===== config.mk =====
export PLATFORM = sky130hd
export DESIGN_NAME = localization_mode_sequencer
export DESIGN_NICKNAME = d
export VERILOG_FILES = /design/src/sv/lms_pkg.sv /design/src/sv/lms_cfg_regs.sv /design/src/sv/lms_step.sv /design/src/sv/localization_mode_sequencer.sv
export SDC_FILE = /design/constraint.sdc
export NUM_CORES = 1
export LEC_CHECK = 0
export ABC_CLOCK_PERIOD_IN_PS = 5300
export BUFFER_PORTS_ARGS = -buffer_cell sky130_fd_sc_hd__buf_2
export CORE_MARGIN = 2
export CORE_UTILIZATION = 45
export CTS_CLUSTER_SIZE = 40
export DETAILED_ROUTE_END_ITERATION = 8
export MAX_ROUTING_LAYER = met4
export PLACE_DENSITY = 0.71
export SLEW_MARGIN = 10
export SYNTH_ARGS = -nofsm -noshare
export SYNTH_HDL_FRONTEND = slang
export SYNTH_HIERARCHICAL = 1
export SYNTH_SLANG_ARGS = --single-unit

===== constraint.sdc =====
create_clock -name clk -period 5.3 [get_ports clk]
set_input_delay 1.06 -clock clk [delete_from_list [all_inputs] [get_ports clk]]
set_output_delay 1.06 -clock clk [all_outputs]
set_load 0.01 [all_outputs]

===== src/sv/lms_pkg.sv =====
`default_nettype none
// ----------------------------------------------------------------------------
// lms_pkg: shared types and codes for the localization mode sequencer
// Mode codes, command codes, register indexes and the item/state structs.
// ----------------------------------------------------------------------------
package lms_pkg;

	typedef enum logic [1:0] {
		MODE_GROUND = 2'd0,
		MODE_AERIAL = 2'd1,
		MODE_RELOC  = 2'd2,
		MODE_LOST   = 2'd3
	} mode_t;

	localparam logic CMD_UPDATE = 1'b0;
	localparam logic CMD_RESULT = 1'b1;

	localparam int CFG_IDX_W = 2;
	localparam logic [CFG_IDX_W-1:0] REG_LOST_THR     = 2'd0;
	localparam logic [CFG_IDX_W-1:0] REG_DEGRADED_THR = 2'd1;
	localparam logic [CFG_IDX_W-1:0] REG_MAX_ATTEMPTS = 2'd2;

	localparam int SCAN_W    = 16;
	localparam int ATTEMPT_W = 8;
	localparam logic [ATTEMPT_W-1:0] ATTEMPT_MAX = '1;

	localparam logic [SCAN_W-1:0]    LOST_THR_RST     = 16'd20;
	localparam logic [SCAN_W-1:0]    DEGRADED_THR_RST = 16'd5;
	localparam logic [ATTEMPT_W-1:0] MAX_ATTEMPTS_RST = 8'd3;

	typedef struct packed {
		logic [SCAN_W-1:0]    lost_threshold;
		logic [SCAN_W-1:0]    degraded_threshold;
		logic [ATTEMPT_W-1:0] max_attempts;
	} cfg_t;

	typedef struct packed {
		logic              command;
		logic              aerial;
		logic              hop_complete;
		logic              hop_abort;
		logic              gnss_ok;
		logic [SCAN_W-1:0] unassociated_scans;
		logic              reloc_accepted;
	} item_t;

	typedef struct packed {
		mode_t mode;
		logic  frozen;
		logic  takeoff_snapshot_req;
		logic  reloc_req;
		logic  reloc_mandatory;
	} result_t;

	typedef struct packed {
		mode_t                mode;
		logic                 frozen;
		logic                 prev_aerial;
		logic                 hop_consumed;
		logic                 pending_mandatory;
		logic [ATTEMPT_W-1:0] attempt_count;
	} state_t;

endpackage
`default_nettype wire


===== src/sv/lms_cfg_regs.sv =====
`default_nettype none
// ----------------------------------------------------------------------------
// lms_cfg_regs: configuration register file
// Holds the two scan thresholds and the attempt limit; writes beyond the
// register list are dropped.
// ----------------------------------------------------------------------------
module lms_cfg_regs
	import lms_pkg::*;
(
	input  wire logic                 clk,
	input  wire logic                 arst_n,
	input  wire logic                 cfg_valid,
	output logic                      cfg_ready,
	input  wire logic [CFG_IDX_W-1:0] cfg_index,
	input  wire logic [SCAN_W-1:0]    cfg_data,
	output cfg_t                      cfg
);

	cfg_t cfg_q;

	assign cfg_ready = 1'b1;
	assign cfg       = cfg_q;

	always_ff @(posedge clk or negedge arst_n) begin
		if (!arst_n) begin
			cfg_q.lost_threshold     <= LOST_THR_RST;
			cfg_q.degraded_threshold <= DEGRADED_THR_RST;
			cfg_q.max_attempts       <= MAX_ATTEMPTS_RST;
		end else if (cfg_valid) begin
			case (cfg_index)
				REG_LOST_THR:     cfg_q.lost_threshold     <= cfg_data;
				REG_DEGRADED_THR: cfg_q.degraded_threshold <= cfg_data;
				REG_MAX_ATTEMPTS: cfg_q.max_attempts       <= cfg_data[ATTEMPT_W-1:0];
				default: ;
			endcase
		end
	end

endmodule
`default_nettype wire


===== src/sv/lms_step.sv =====
`default_nettype none
// ----------------------------------------------------------------------------
// lms_step: next-state and result logic for one item
// Resolves a periodic update or a relocalization report against the current
// sequencer state in a single combinational pass.
// ----------------------------------------------------------------------------
module lms_step
	import lms_pkg::*;
(
	input  wire cfg_t   cfg,
	input  wire state_t cur,
	input  wire item_t  item,
	output state_t      nxt,
	output result_t     res
);

	logic [ATTEMPT_W-1:0] attempt_inc;
	logic                 takeoff;
	logic                 req;
	logic                 mand;

	assign attempt_inc = (cur.attempt_count != ATTEMPT_MAX) ?
		cur.attempt_count + 1'b1 : cur.attempt_count;

	always_comb begin
		nxt     = cur;
		takeoff = 1'b0;
		req     = 1'b0;
		mand    = 1'b0;
		if (item.command == CMD_RESULT) begin
			if (cur.mode == MODE_RELOC) begin
				if (item.reloc_accepted || !cur.pending_mandatory) begin
					nxt.mode          = MODE_GROUND;
					nxt.frozen        = 1'b0;
					nxt.attempt_count = '0;
				end else begin
					nxt.attempt_count = attempt_inc;
					if (attempt_inc >= cfg.max_attempts) begin
						nxt.mode   = MODE_LOST;
						nxt.frozen = 1'b1;
					end
				end
			end
		end else begin
			// recover from lost once grounded with a fresh association
			if (nxt.mode == MODE_LOST && !item.aerial && item.unassociated_scans == '0) begin
				nxt.mode   = MODE_GROUND;
				nxt.frozen = 1'b0;
			end
			if (item.aerial && !cur.prev_aerial) begin
				nxt.mode          = MODE_AERIAL;
				nxt.frozen        = 1'b1;
				takeoff           = 1'b1;
				nxt.hop_consumed  = 1'b0;
				nxt.attempt_count = '0;
			end
			nxt.prev_aerial = item.aerial;

			if (nxt.mode == MODE_AERIAL) begin
				if (item.hop_abort) begin
					nxt.mode   = MODE_LOST;
					nxt.frozen = 1'b1;
				end else if (item.hop_complete && !nxt.hop_consumed) begin
					nxt.hop_consumed      = 1'b1;
					nxt.mode              = MODE_RELOC;
					nxt.frozen            = 1'b1;
					req                   = 1'b1;
					mand                  = !item.gnss_ok;
					nxt.pending_mandatory = !item.gnss_ok;
				end
			end else if (nxt.mode == MODE_GROUND) begin
				if (item.unassociated_scans >= cfg.lost_threshold) begin
					nxt.mode   = MODE_LOST;
					nxt.frozen = 1'b1;
				end else if (item.unassociated_scans >= cfg.degraded_threshold) begin
					nxt.frozen = 1'b1;
				end else begin
					nxt.frozen = 1'b0;
				end
			end
		end

		res.mode                 = nxt.mode;
		res.frozen               = nxt.frozen;
		res.takeoff_snapshot_req = takeoff;
		res.reloc_req            = req;
		res.reloc_mandatory      = mand;
	end

endmodule
`default_nettype wire


===== src/sv/localization_mode_sequencer.sv =====
`default_nettype none
// ----------------------------------------------------------------------------
// localization_mode_sequencer: ground / aerial / relocalizing / lost sequencer
//
// Input channel (in_valid/in_ready) takes one command per beat: a periodic
// update or a relocalization result report. Output channel
// (out_valid/out_ready) returns exactly one result beat per input beat, in
// order: mode, frozen and the one-shot request flags.
// An input beat first lands in one input register, then the step logic
// resolves into the result register and the sequencer state in the same
// edge. Throughput is one beat per cycle unless the receiver stalls, set
// by the single pass of the step logic; a new beat is taken while a result
// still waits. When the receiver stalls, the result register holds and the
// input register fills; in_ready drops only when both are occupied.
// The config channel (cfg_valid/cfg_ready/cfg_index/cfg_data) is always
// ready and writes the thresholds and the attempt limit; write it while idle.
// Reset returns the mode to ground with all flags and counters cleared and
// the registers at their defaults (20, 5, 3).
// ----------------------------------------------------------------------------
module localization_mode_sequencer
	import lms_pkg::*;
(
	input  wire logic                 clk,
	input  wire logic                 arst_n,

	input  wire logic                 cfg_valid,
	output logic                      cfg_ready,
	input  wire logic [CFG_IDX_W-1:0] cfg_index,
	input  wire logic [SCAN_W-1:0]    cfg_data,

	input  wire logic                 in_valid,
	output logic                      in_ready,
	input  wire logic                 command,
	input  wire logic                 aerial,
	input  wire logic                 hop_complete,
	input  wire logic                 hop_abort,
	input  wire logic                 gnss_ok,
	input  wire logic [SCAN_W-1:0]    unassociated_scans,
	input  wire logic                 reloc_accepted,

	output logic                      out_valid,
	input  wire logic                 out_ready,
	output logic [1:0]                mode,
	output logic                      frozen,
	output logic                      takeoff_snapshot_req,
	output logic                      reloc_req,
	output logic                      reloc_mandatory
);

	cfg_t    cfg;
	item_t   item_s1;
	logic    valid_s1;
	result_t res_s2;
	logic    valid_s2;
	state_t  state_q;
	state_t  state_nxt;
	result_t res_nxt;
	logic    advance;
	logic    in_fire;

	lms_cfg_regs u_cfg (
		.clk       (clk),
		.arst_n    (arst_n),
		.cfg_valid (cfg_valid),
		.cfg_ready (cfg_ready),
		.cfg_index (cfg_index),
		.cfg_data  (cfg_data),
		.cfg       (cfg)
	);

	lms_step u_step (
		.cfg  (cfg),
		.cur  (state_q),
		.item (item_s1),
		.nxt  (state_nxt),
		.res  (res_nxt)
	);

	// move stage 1 into the result register when it is free or draining
	assign advance  = valid_s1 && (!valid_s2 || out_ready);
	assign in_ready = !valid_s1 || advance;
	assign in_fire  = in_valid && in_ready;

	always_ff @(posedge clk or negedge arst_n) begin
		if (!arst_n) begin
			valid_s1                  <= 1'b0;
			valid_s2                  <= 1'b0;
			state_q.mode              <= MODE_GROUND;
			state_q.frozen            <= 1'b0;
			state_q.prev_aerial       <= 1'b0;
			state_q.hop_consumed      <= 1'b0;
			state_q.pending_mandatory <= 1'b0;
			state_q.attempt_count     <= '0;
		end else begin
			if (in_fire) begin
				valid_s1 <= 1'b1;
			end else if (advance) begin
				valid_s1 <= 1'b0;
			end
			if (advance) begin
				valid_s2 <= 1'b1;
				state_q  <= state_nxt;
			end else if (out_ready) begin
				valid_s2 <= 1'b0;
			end
		end
	end

	always_ff @(posedge clk) begin
		if (in_fire) begin
			item_s1.command            <= command;
			item_s1.aerial             <= aerial;
			item_s1.hop_complete       <= hop_complete;
			item_s1.hop_abort          <= hop_abort;
			item_s1.gnss_ok            <= gnss_ok;
			item_s1.unassociated_scans <= unassociated_scans;
			item_s1.reloc_accepted     <= reloc_accepted;
		end
		if (advance) begin
			res_s2 <= res_nxt;
		end
	end

	assign out_valid            = valid_s2;
	assign mode                 = res_s2.mode;
	assign frozen               = res_s2.frozen;
	assign takeoff_snapshot_req = res_s2.takeoff_snapshot_req;
	assign reloc_req            = res_s2.reloc_req;
	assign reloc_mandatory      = res_s2.reloc_mandatory;

	a_mand_needs_req: assert property (@(posedge clk) disable iff (!arst_n)
		out_valid && reloc_mandatory |-> reloc_req)
		else $error("mandatory flag without relocalization request");

	a_req_enters_reloc: assert property (@(posedge clk) disable iff (!arst_n)
		out_valid && reloc_req |-> (mode == MODE_RELOC) && frozen)
		else $error("relocalization request outside relocalizing mode");

	a_takeoff_not_ground: assert property (@(posedge clk) disable iff (!arst_n)
		out_valid && takeoff_snapshot_req |-> mode != MODE_GROUND)
		else $error("takeoff snapshot reported in ground mode");

	a_lost_is_frozen: assert property (@(posedge clk) disable iff (!arst_n)
		state_q.mode == MODE_LOST |-> state_q.frozen)
		else $error("lost mode with map updates not frozen");

	a_state_holds_on_stall: assert property (@(posedge clk) disable iff (!arst_n)
		valid_s2 && !out_ready |=> $stable(state_q))
		else $error("sequencer state changed while result stalled");

endmodule
`default_nettype wire


# [After elaboration in Yosys (flattened, before gate mapping)]
# Cells that the tools add are included.
[classes] n_addsub=1 magnitude_cmp=3 n_eq_ne=7 mux=30 n_bitwise=4 reduce_logical=30
[op_table] operator="2-to-1 mux 8 bit" n=5
[op_table] operator="2-to-1 mux 3 bit" n=11
[op_table] operator=">= comparator 16 bit" n=2
[op_table] operator="logical NOT 16 bit" n=1
[op_table] operator="2-to-1 mux 1 bit" n=10
[op_table] operator="adder 8 x 1 -> 8 bit (second input constant)" n=1
[op_table] operator=">= comparator 8 bit" n=1
[op_table] operator="2-to-1 mux 2 bit" n=4
[op_table] operator="!= test 8 bit (second input constant)" n=1
[op_table] operator="AND reduction 2 bit" n=4
[op_table] operator="logical NOT 1 bit" n=7
[op_table] operator="equality test 2 bit (second input constant)" n=3
[op_table] operator="logical AND 1 bit" n=6
[op_table] operator="nonzero test 2 bit" n=3
[op_table] operator="AND reduction 5 bit" n=1
[op_table] operator="equality test 2 x 1 -> 1 bit (second input constant)" n=2
[op_table] operator="logical NOT 2 bit" n=2
[op_table] operator="NOT 1 bit" n=4
[op_table] operator="OR reduction 4 bit" n=1
[op_table] operator="logical OR 1 bit" n=3
[op_table] operator="AND reduction 3 bit" n=1
[op_table] operator="OR reduction 3 bit" n=1
[op_table] operator="!= test 2 x 1 -> 1 bit (second input constant)" n=1
[totals] reg_bits=84 inputBits=45 output_inout_bits=9 elab_cells=98

# [Longest topological paths before layout]
# Gate-level depths: netlist of the first run.
[logic_depth] depth_word=10 ltp_mapped=13 depth_no_buf=12

# [Hierarchy]
# The synthesis of the first run kept the hierarchy.
[modules_own_cells] module="lms_step" instances=1 cells_each=231 area_each_um2=1581.5 seq_area_each_um2=0.0
[modules_own_cells] module="lms_cfg_regs" instances=1 cells_each=87 area_each_um2=1530.2 seq_area_each_um2=1008.5
[modules_own_cells] module="localization_mode_sequencer" instances=1 cells_each=66 area_each_um2=1508.9 seq_area_each_um2=1241.2

# [Worst setup path after synthesis of the first run]
# No wires, ideal clock.
[synth_timing] path_kind="reg2reg" startpoint="reg state_q[1] (netlist name)" endpoint="reg res_s2 (netlist bit frozen) (data pin)" setup_time_ns=0.251 arrival_ns=2.527 required_ns=5.049 setup_slack_ns=2.522 stages_incl_launch_ff=14 n_path_buf=2 synth_period_minus_slack_ns=2.778 cell_sequence="dfrtp_1 > ha_1 > clkbuf_1 > nand4_2 > nand2_1 > xnor2_1 > ha_1 > a21o_1 > a31oi_1 > o21ai_0 > a21oi_1 > o221a_2 > a221oi_2 > buf_4"
[synth_rtl] element="start: declaration" line="localization_mode_sequencer.sv:55" text="state_t state_q;"
[synth_rtl] element="start signal: assignment" line="localization_mode_sequencer.sv:102" text="state_q <= state_nxt;"
[synth_rtl] element="end signal: assignment" line="localization_mode_sequencer.sv:120" text="res_s2 <= res_nxt;"
[synth_rtl] element="end: declaration" line="localization_mode_sequencer.sv:53" text="result_t res_s2;"

==> results.md, run 1 <==
- Net count of the mapped netlist: 470
- Layout Nets: ~520
- WL per Instance: 15.5 um
- Maximum buffer depth of the clock tree: 2
- Fraction of layout instances using a drive strength above 1: 0.317
- Gates resized, CTS repair: 0
- Setup WS pre-CTS: between 2 and 2.5 ns
- Placement row count: 36
- Post-route insts no fill: 571
- Area share of fa/ha/maj cells after synthesis: 0.111
- Power density over cell area: roughly 330 nW/um^2
- Syn Area/Cell: roughly 12 um^2
- Minimum clock period: 3.09 ns
- Depth of the most critical reg-to-reg path: 12
- Antenna violations before repair: 0
- Data required time of the worst path: between 5 and 6 ns
- Top-Level Pins: 54
- Total vias in the final route: 3,019
- Top_reg_cell synth: sky130_fd_sc_hd__dfrtp_1
- Switch share: 0.292
- Critical path fanouts, max: 10
- Antenna diodes: 0
- Fraction of synthesized cell area taken by the top area cell type: 0.271
- Share of synthesized area spent on multiplexers: 0.144
- Period Utilization, post-route: 0.582
- Worst path most repeated cell: sky130_fd_sc_hd__ha_1
- Global-route usage over all layers: 0.178
- Number of instances in the placed design: around 560
- CTS clk-pin slew, worst paths: about 0.08 ns
- Setup fix buffers added after clock tree synthesis: 0
- Clock tree from TritonCTS: yes
- Syn. warnings: 6
- CTS H-tree depth: 3
- Main combinational cell family by area after synthesis: multiplexers
- Maximum clock frequency: 324 MHz
- Final setup skew: approximately 0.016 ns
- Drt total wl: 8880 um
- Worst path arrival time: 3.32 ns
- Core outline area: 9860 um^2
- Critical Path Slowest Stage Cell: sky130_fd_sc_hd__dfrtp_1
- Maxcap violations: 0
- Height of the die: 105 um
- Initial core utilization: 0.468
- Combinational group share of total power: 0.231
- Startpoint type of the worst setup path: flop
- Vias/cell: 5.29
- Gate Count Post-Synth: 384
- Post-route antenna net violation count: 0
- RSZ-0062 raised after global routing: no
- Setup Viol. Count Final: 0
- Final Hold Viols: 0
- Unique cell type count in the Yosys netlist: 55
- Number of DRC violations after detailed routing: 0
- Worst min-delay path category: reg2reg
- Setup TNS: 0 ns
- Half-perimeter wire length after placement: 6580 um
- Initial drt markers: 77
- Result of the run: completed
- Max-slew violation count: 0
- Most area-consuming cells after synthesis: sky130_fd_sc_hd__dfrtp_1 (27%), sky130_fd_sc_hd__edfxtp_1 (18%), sky130_fd_sc_hd__mux2_2 (11%)
- Worst Max-Slew Pin Slew: between 1 and 1.5 ns
- Wire length of the first global-routing pass: 15,100 um
- CTS Sinks: 84
- Flip-flop and latch count after synthesis: 84
- Compound-gate portion of the synthesized area: 0.0856
- Hold path cells: 1
- Largest vdd supply drop: 0.000168 V
- Vias in the first global route: 3,147
- Syn Std Cell Area: 4620 um^2
- Cell chain of the critical path: ha_1 -> nand4_2 -> nand2_1 -> xnor2_1 -> ha_1 -> a21o_1 -> a31oi_1 -> o21ai_0 -> a21oi_1 -> o221a_2 -> a221oi_2 -> mux2_4
- Area overhead of the layout relative to synthesis: 10.9%
- Slowest cell delay on critical path: 0.51 ns
- Detailed-routing iteration count for the pre-antenna-repair pass: 4
- Relative contribution of the clock network to total power: 0.264
- Final setup slack of the worst path: 2.21 ns
- Endpoint class of the critical path: flop
- Max-Slew Margin vs Limit: 0.292
- TritonCTS Buffers: 9
- GRT Residual Overflow: 0
- Type of the worst setup path: reg2reg
- Leakage power figure: 2.40 nW
- # hold bufs at CTS: 0
- Die Width: 105 um
- Library cell with the largest summed area after synthesis: sky130_fd_sc_hd__dfrtp_1
- Share of async-settable or async-resettable flops after synthesis: 0.667
- Count of input and output buffers: 52
- Share of the yosys chip area belonging to registers: 0.487
- Share of the synthesized netlist area taken by xor and xnor gates: 0.00569
- Reported net switching power: about 500 uW
- EDFF count, synth: 28
- Die ar.: approximately 11,000 um^2
- Root Driver: sky130_fd_sc_hd__clkbuf_8
- Maximum number of pins on one net before global-route repair: 57
- Clk Latency, worst-skew pair: 0.36 ns
- Pint: roughly 1.2 mW
- Sequential share of power: 0.505
- Simple-gate portion of the synthesized area: 0.106
- Routability Congestion: between 0.8 and 0.9
## final cells by class
class	instances	area [um^2]
repair buffers	53	268
clock inverters	4	51.3
clock buffers	12	135
inverters	44	165
flip-flops and latches	84	2250
multi-input cells	241	2090
fillers	866	4740
well taps	133	166
## synth_stat cells (3+ instances only)
cell	number
sky130_fd_sc_hd__mux2_2	46
sky130_fd_sc_hd__a221oi_1	3
sky130_fd_sc_hd__nand2_1	21
sky130_fd_sc_hd__or2b_1	3
sky130_fd_sc_hd__nand2b_1	3
sky130_fd_sc_hd__ha_1	41
sky130_fd_sc_hd__clkbuf_1	4
sky130_fd_sc_hd__o21ai_0	13
sky130_fd_sc_hd__mux2_4	9
sky130_fd_sc_hd__edfxtp_1	28
sky130_fd_sc_hd__nand4_1	7
sky130_fd_sc_hd__buf_4	7
sky130_fd_sc_hd__xnor2_1	3
sky130_fd_sc_hd__a21oi_1	13
sky130_fd_sc_hd__nor2b_1	4
sky130_fd_sc_hd__dfstp_2	6
sky130_fd_sc_hd__nor2_1	13
sky130_fd_sc_hd__dfrtp_1	50
sky130_fd_sc_hd__a21o_1	6
sky130_fd_sc_hd__a31oi_1	8
sky130_fd_sc_hd__nand3_1	7
sky130_fd_sc_hd__and2_1	3
sky130_fd_sc_hd__inv_1	44
## sequential cells by signal (all words and copies together) (netlist names)
| signal | flops |
|---|---|
| takeoff_snapshot_req | 1 |
| reloc_mandatory | 1 |
| mode | 2 |
| u_cfg/cfg | 40 |
| out_valid | 1 |
| state_q | 14 |
| item_s1 | 22 |
| reloc_req | 1 |
| valid_s1 | 1 |
| frozen | 1 |
## power groups by stage
| stage | combinational (mW) | clock (mW) | sequential [mW] |
|---|---|---|---|
| 2_1_floorplan | 0.304 | 0 | 0.841 |
| 3_3_place_gp | 0.370 | 0 | 0.856 |
| 3_5_place_dp | 0.388 | 0 | 0.862 |
| 4_1_cts | 0.391 | 0.456 | 0.850 |
| 5_1_grt | 0.440 | 0.480 | 0.864 |
| 6_report | 0.388 | 0.443 | 0.849 |
## stage by stage
| stage | util | power (mW) | cell area [um^2] | hold slack [ns] |
|---|---|---|---|---|
| 2_1_floorplan | - | 1.15 | 4620 | 0.479 |
| 3_3_place_gp | 0.501 | 1.23 | 4940 | 0.491 |
| 3_5_place_dp | 0.501 | 1.25 | 4940 | 0.495 |
| 4_1_cts | 0.520 | 1.70 | 5130 | 0.510 |
| 5_1_grt | 0.520 | 1.78 | 5130 | 0.534 |
| 6_report | 0.520 | 1.68 | 5130 | 0.505 |
## cells by family after synthesis
family / Yosys count
mux: 56
fa+ha+maj: 41
buf+inv: 59
xor+xnor: 3
other cells: 1
simple gates: 81
compound gates: 59
flops: 84
## cells in the final DEF, fill, tap and decap left out, types with 2 or more instances in the layout
cell type / netlist / routed
sky130_fd_sc_hd__nor2_1: 13 / 13
sky130_fd_sc_hd__edfxtp_1: 28 / 28
sky130_fd_sc_hd__or2b_1: 3 / 3
sky130_fd_sc_hd__clkbuf_1: 4 / 3
sky130_fd_sc_hd__and3_1: 2 / 2
sky130_fd_sc_hd__dfrtp_1: 50 / 50
sky130_fd_sc_hd__dfstp_2: 6 / 6
sky130_fd_sc_hd__a211oi_1: 2 / 2
sky130_fd_sc_hd__a22oi_1: 2 / 2
sky130_fd_sc_hd__inv_1: 44 / 44
sky130_fd_sc_hd__nor3_1: 2 / 2
sky130_fd_sc_hd__clkbuf_8: 0 / 9
sky130_fd_sc_hd__a22o_1: 2 / 2
sky130_fd_sc_hd__nand2b_1: 3 / 3
sky130_fd_sc_hd__nand3_1: 7 / 7
sky130_fd_sc_hd__a21o_1: 6 / 6
sky130_fd_sc_hd__a31oi_1: 8 / 8
sky130_fd_sc_hd__a221oi_2: 2 / 2
sky130_fd_sc_hd__nor2b_1: 4 / 4
sky130_fd_sc_hd__o21ai_0: 13 / 13
sky130_fd_sc_hd__and2_1: 3 / 3
sky130_fd_sc_hd__nand2_1: 21 / 21
sky130_fd_sc_hd__mux2_2: 46 / 46
sky130_fd_sc_hd__xnor2_1: 3 / 3
sky130_fd_sc_hd__a21oi_1: 13 / 13
sky130_fd_sc_hd__mux2_4: 9 / 9
sky130_fd_sc_hd__a41oi_1: 2 / 2
sky130_fd_sc_hd__nand4_1: 7 / 7
sky130_fd_sc_hd__nand3b_1: 2 / 2
sky130_fd_sc_hd__a221oi_1: 3 / 3
sky130_fd_sc_hd__nor4_1: 2 / 2
sky130_fd_sc_hd__buf_2: 1 / 52
sky130_fd_sc_hd__ha_1: 41 / 41
## per-layer routing
layer / up-vias / wire [um] / global-route usage
met5: - / 0 / -
met4: 0 / 155 / 0.0667
met3: 13 / 295 / 0.0241
met2: 66 / 4310 / 0.294
met1: 1471 / 4120 / 0.224
li1: 1469 / - / -
## final timing paths
check | startpoint | endpoint | slack [ns]
setup / recovery | state_q[0] | state_q[12] | 2.21
hold / removal | u_cfg/cfg[5] | u_cfg/cfg[5] | 0.50
hold reg to reg | u_cfg/cfg[5] | u_cfg/cfg[5] | 0.50
min in group asynchronous | arst_n | u_cfg/cfg[9] | 0.83
max in group asynchronous | arst_n | state_q[12] | 3.99
setup reg to reg | state_q[0] | state_q[12] | 2.21
## worst max-delay path: cells and delay by family, from the launching register on
kind	cells	cell delay, ns
AOI/OAI and AO/OA	6	0.95
xor gates and xnor gates	1	0.13
adders and majority gates	2	0.63
DFF	1	0.51
muxes	1	0.27
and+or+nand+nor	2	0.48
Power figures use the tool's default switching activity.
==> run 2: changes to the inputs <==
--- a/config.mk
+++ b/config.mk
@@ -5,7 +5,7 @@
 export SDC_FILE = /design/constraint.sdc
 export NUM_CORES = 1
 export LEC_CHECK = 0
-export ABC_CLOCK_PERIOD_IN_PS = 5300
+export ABC_CLOCK_PERIOD_IN_PS = 2900
 export BUFFER_PORTS_ARGS = -buffer_cell sky130_fd_sc_hd__buf_2
 export CORE_MARGIN = 2
 export CORE_UTILIZATION = 45
==> constraint.sdc (replaced) <==
create_clock -name clk -period 2.9 [get_ports clk]
set_input_delay 0.58 -clock clk [delete_from_list [all_inputs] [get_ports clk]]
set_output_delay 0.58 -clock clk [all_outputs]
set_load 0.01 [all_outputs]
==> results.md, run 2 (same netlist as run 1, synthesis figures left out) <==
- Number of flip-flops under the largest register name: 40 (unchanged)
- # hold bufs at CTS: 0 (unchanged)
- Wire length of the first global-routing pass: 15,000 um (was 15,100 um)
- Layout Nets: 528 (was 519)
- Largest vdd supply drop: 0.000368 V (was 0.000168 V)
- Area taken by multi-input logic gates: 2100 um^2 (was 2090 um^2)
- Most used cells in the layout excluding fill and tap cells: sky130_fd_sc_hd__buf_2 (52), sky130_fd_sc_hd__dfrtp_1 (50), sky130_fd_sc_hd__mux2_2 (46), sky130_fd_sc_hd__inv_1 (44), sky130_fd_sc_hd__ha_1 (41) (unchanged)
- Global-route usage over all layers: 0.176 (was 0.178)
- CTS H-tree depth: 3 (unchanged)
- Placement row count: 36 (unchanged)
- Worst min-delay path category: in2async (was reg2reg)
- Number of DRC violations after detailed routing: 0 (unchanged)
- GRT Residual Overflow: 0 (unchanged)
- Result of the run: completed (unchanged)
- Count of input and output buffers: 52 (unchanged)
- Detailed-routing iteration count for the pre-antenna-repair pass: 4 (unchanged)
- Top-Level Pins: 54 (unchanged)
- Maximum clock frequency: 367 MHz (was 324 MHz)
- Setup TNS: 0 ns (unchanged)
- Period Utilization, post-route: 0.940 (was 0.582)
- Type of the worst setup path: reg2reg (unchanged)
- Clock tree from TritonCTS: yes (unchanged)
- Die Width: 105 um (unchanged)
- Critical path fanouts, max: 6 (was 10)
- Area overhead of the layout relative to synthesis: 13.5% (was 10.9%)
- Initial drt markers: 120 (was 77)
- Root Driver: sky130_fd_sc_hd__clkbuf_8 (unchanged)
- Minimum clock period: 2.73 ns (was 3.09 ns)
- Core outline area: 9860 um^2 (unchanged)
- Cell family contributing the most delay on the critical path: compound AO/OA/AOI/OAI gates (unchanged)
- Max-slew violation count: 0 (unchanged)
- Antenna violations before repair: 0 (unchanged)
- Power density over cell area: 609 nW/um^2 (was 328 nW/um^2)
- Data required time of the worst path: 3.14 ns (was 5.53 ns)
- Vias in the first global route: 3,106 (was 3,147)
- Cell chain of the critical path: and4_2 -> nand4_4 -> nand2_2 -> xnor2_1 -> ha_1 -> a21o_1 -> a31oi_1 -> o21ai_1 -> a21oi_1 -> o221a_2 -> a221oi_2 -> mux2_2 (was ha_1 -> nand4_2 -> nand2_1 -> xnor2_1 -> ha_1 -> a21o_1 -> a31oi_1 -> o21ai_0 -> a21oi_1 -> o221a_2 -> a221oi_2 -> mux2_4)
- Vias/cell: 5.25 (was 5.29)
- Clk Latency, worst-skew pair: 0.36 ns (about the same)
- Maximum number of pins on one net before global-route repair: 42 (was 57)
- Startpoint type of the worst setup path: flop (unchanged)
- TritonCTS Buffers: 9 (unchanged)
- Setup Viol. Count Final: 0 (unchanged)
- Most common cell after layout, fill and taps aside: sky130_fd_sc_hd__buf_2 (unchanged)
- Final setup skew: 0.00704 ns (was 0.0156 ns)
- Worst Max-Slew Pin Slew: 0.892 ns (was 1.06 ns)
- Maxcap violations: 0 (unchanged)
- Height of the die: 105 um (unchanged)
- Antenna diodes: 0 (unchanged)
- Fill cell total of the finished layout: 873 (was 866)
- Post-route antenna net violation count: 0 (unchanged)
- Initial core utilization: 0.468 (unchanged)
- Max-Slew Margin vs Limit: 0.405 (was 0.292)
- WL per Instance: 15.8 um (was 15.5 um)
- Half-perimeter wire length after placement: 6760 um (was 6580 um)
- Buf+Inv Stages, Crit Path: 0 (unchanged)
- Die ar.: 11,100 um^2 (unchanged)
- Endpoint class of the critical path: flop (unchanged)
- Core utilization of the finished layout: 0.531 (was 0.520)
- Total vias in the final route: 3,046 (was 3,019)
- Leakage power figure: 2.47 nW (was 2.40 nW)
- Drt total wl: 9160 um (was 8880 um)
- CTS Sinks: 84 (unchanged)
- Worst path arrival time: 2.97 ns (was 3.32 ns)
- Total Power Consumption: 3.19 mW (was 1.68 mW)
- Final Hold Viols: 0 (unchanged)
- Fraction of layout instances using a drive strength above 1: 0.342 (was 0.317)
- Maximum buffer depth of the clock tree: 2 (unchanged)
- Critical Path Slowest Stage Cell: sky130_fd_sc_hd__dfrtp_1 (unchanged)
- Slowest cell delay on critical path: 0.42 ns (was 0.51 ns)
- Routability Congestion: 0.842 (was 0.835)
- CTS clk-pin slew, worst paths: 0.09 ns (was 0.08 ns)
- Total area of sequential cells: 2250 um^2 (unchanged)
run 2: power breakdown:
group / internal [mW] / switching (mW)
logic: 0.354 / 0.364
clock network: 0.491 / 0.441
registers: 1.42 / 0.120
run 2: cell type report:
| cell class | count | share of cell area |
|---|---|---|
| clock buffer | 9 | 0.0236 |
| clock inverter | 7 | 0.0189 |
| inverter | 44 | 0.0315 |
| multi-input combinational | 241 | 0.401 |
| sequential | 84 | 0.429 |
| tap | 133 | 0.0317 |
| timing repair buffer | 62 | 0.0640 |
run 2: through the flow:
step,std cells,setup WS [ns],hold slack [ns],area [um^2]
2_1_floorplan,384,0.122,0.284,4620
3_3_place_gp,564,0.153,0.492,5010
3_5_place_dp,564,0.0813,0.493,5010
4_1_cts,580,0.0690,0.363,5230
5_1_grt,580,-0.0171,0.382,5240
6_report,580,0.174,0.334,5240
run 2: final timing paths:
kind,from,endpoint,slack [ns],cells after the start
worst max-delay path,state_q[4],state_q[11],0.17,12
worst min-delay path,arst_n,u_cfg/cfg[25],0.33,1
worst max register to register,state_q[4],state_q[11],0.17,12
worst min register to register,u_cfg/cfg[20],u_cfg/cfg[20],0.51,1
max in group asynchronous,arst_n,state_q[2],1.83,2
min in group clk,unassociated_scans[2],item_s1[3],0.40,1
run 2: timing repair:
action,4_1_cts,5_1_grt
resized for setup,0,4
setup buffers,0,0
setup endpoints to repair,0,4
run 2: per-layer routing:
| metal | part of all wire | track usage |
|---|---|---|
| met1 | 0.47 | 0.228 |
| met2 | 0.48 | 0.279 |
| met3 | 0.033 | 0.0260 |
| met4 | 0.017 | 0.0724 |
| met5 | 0 | - |
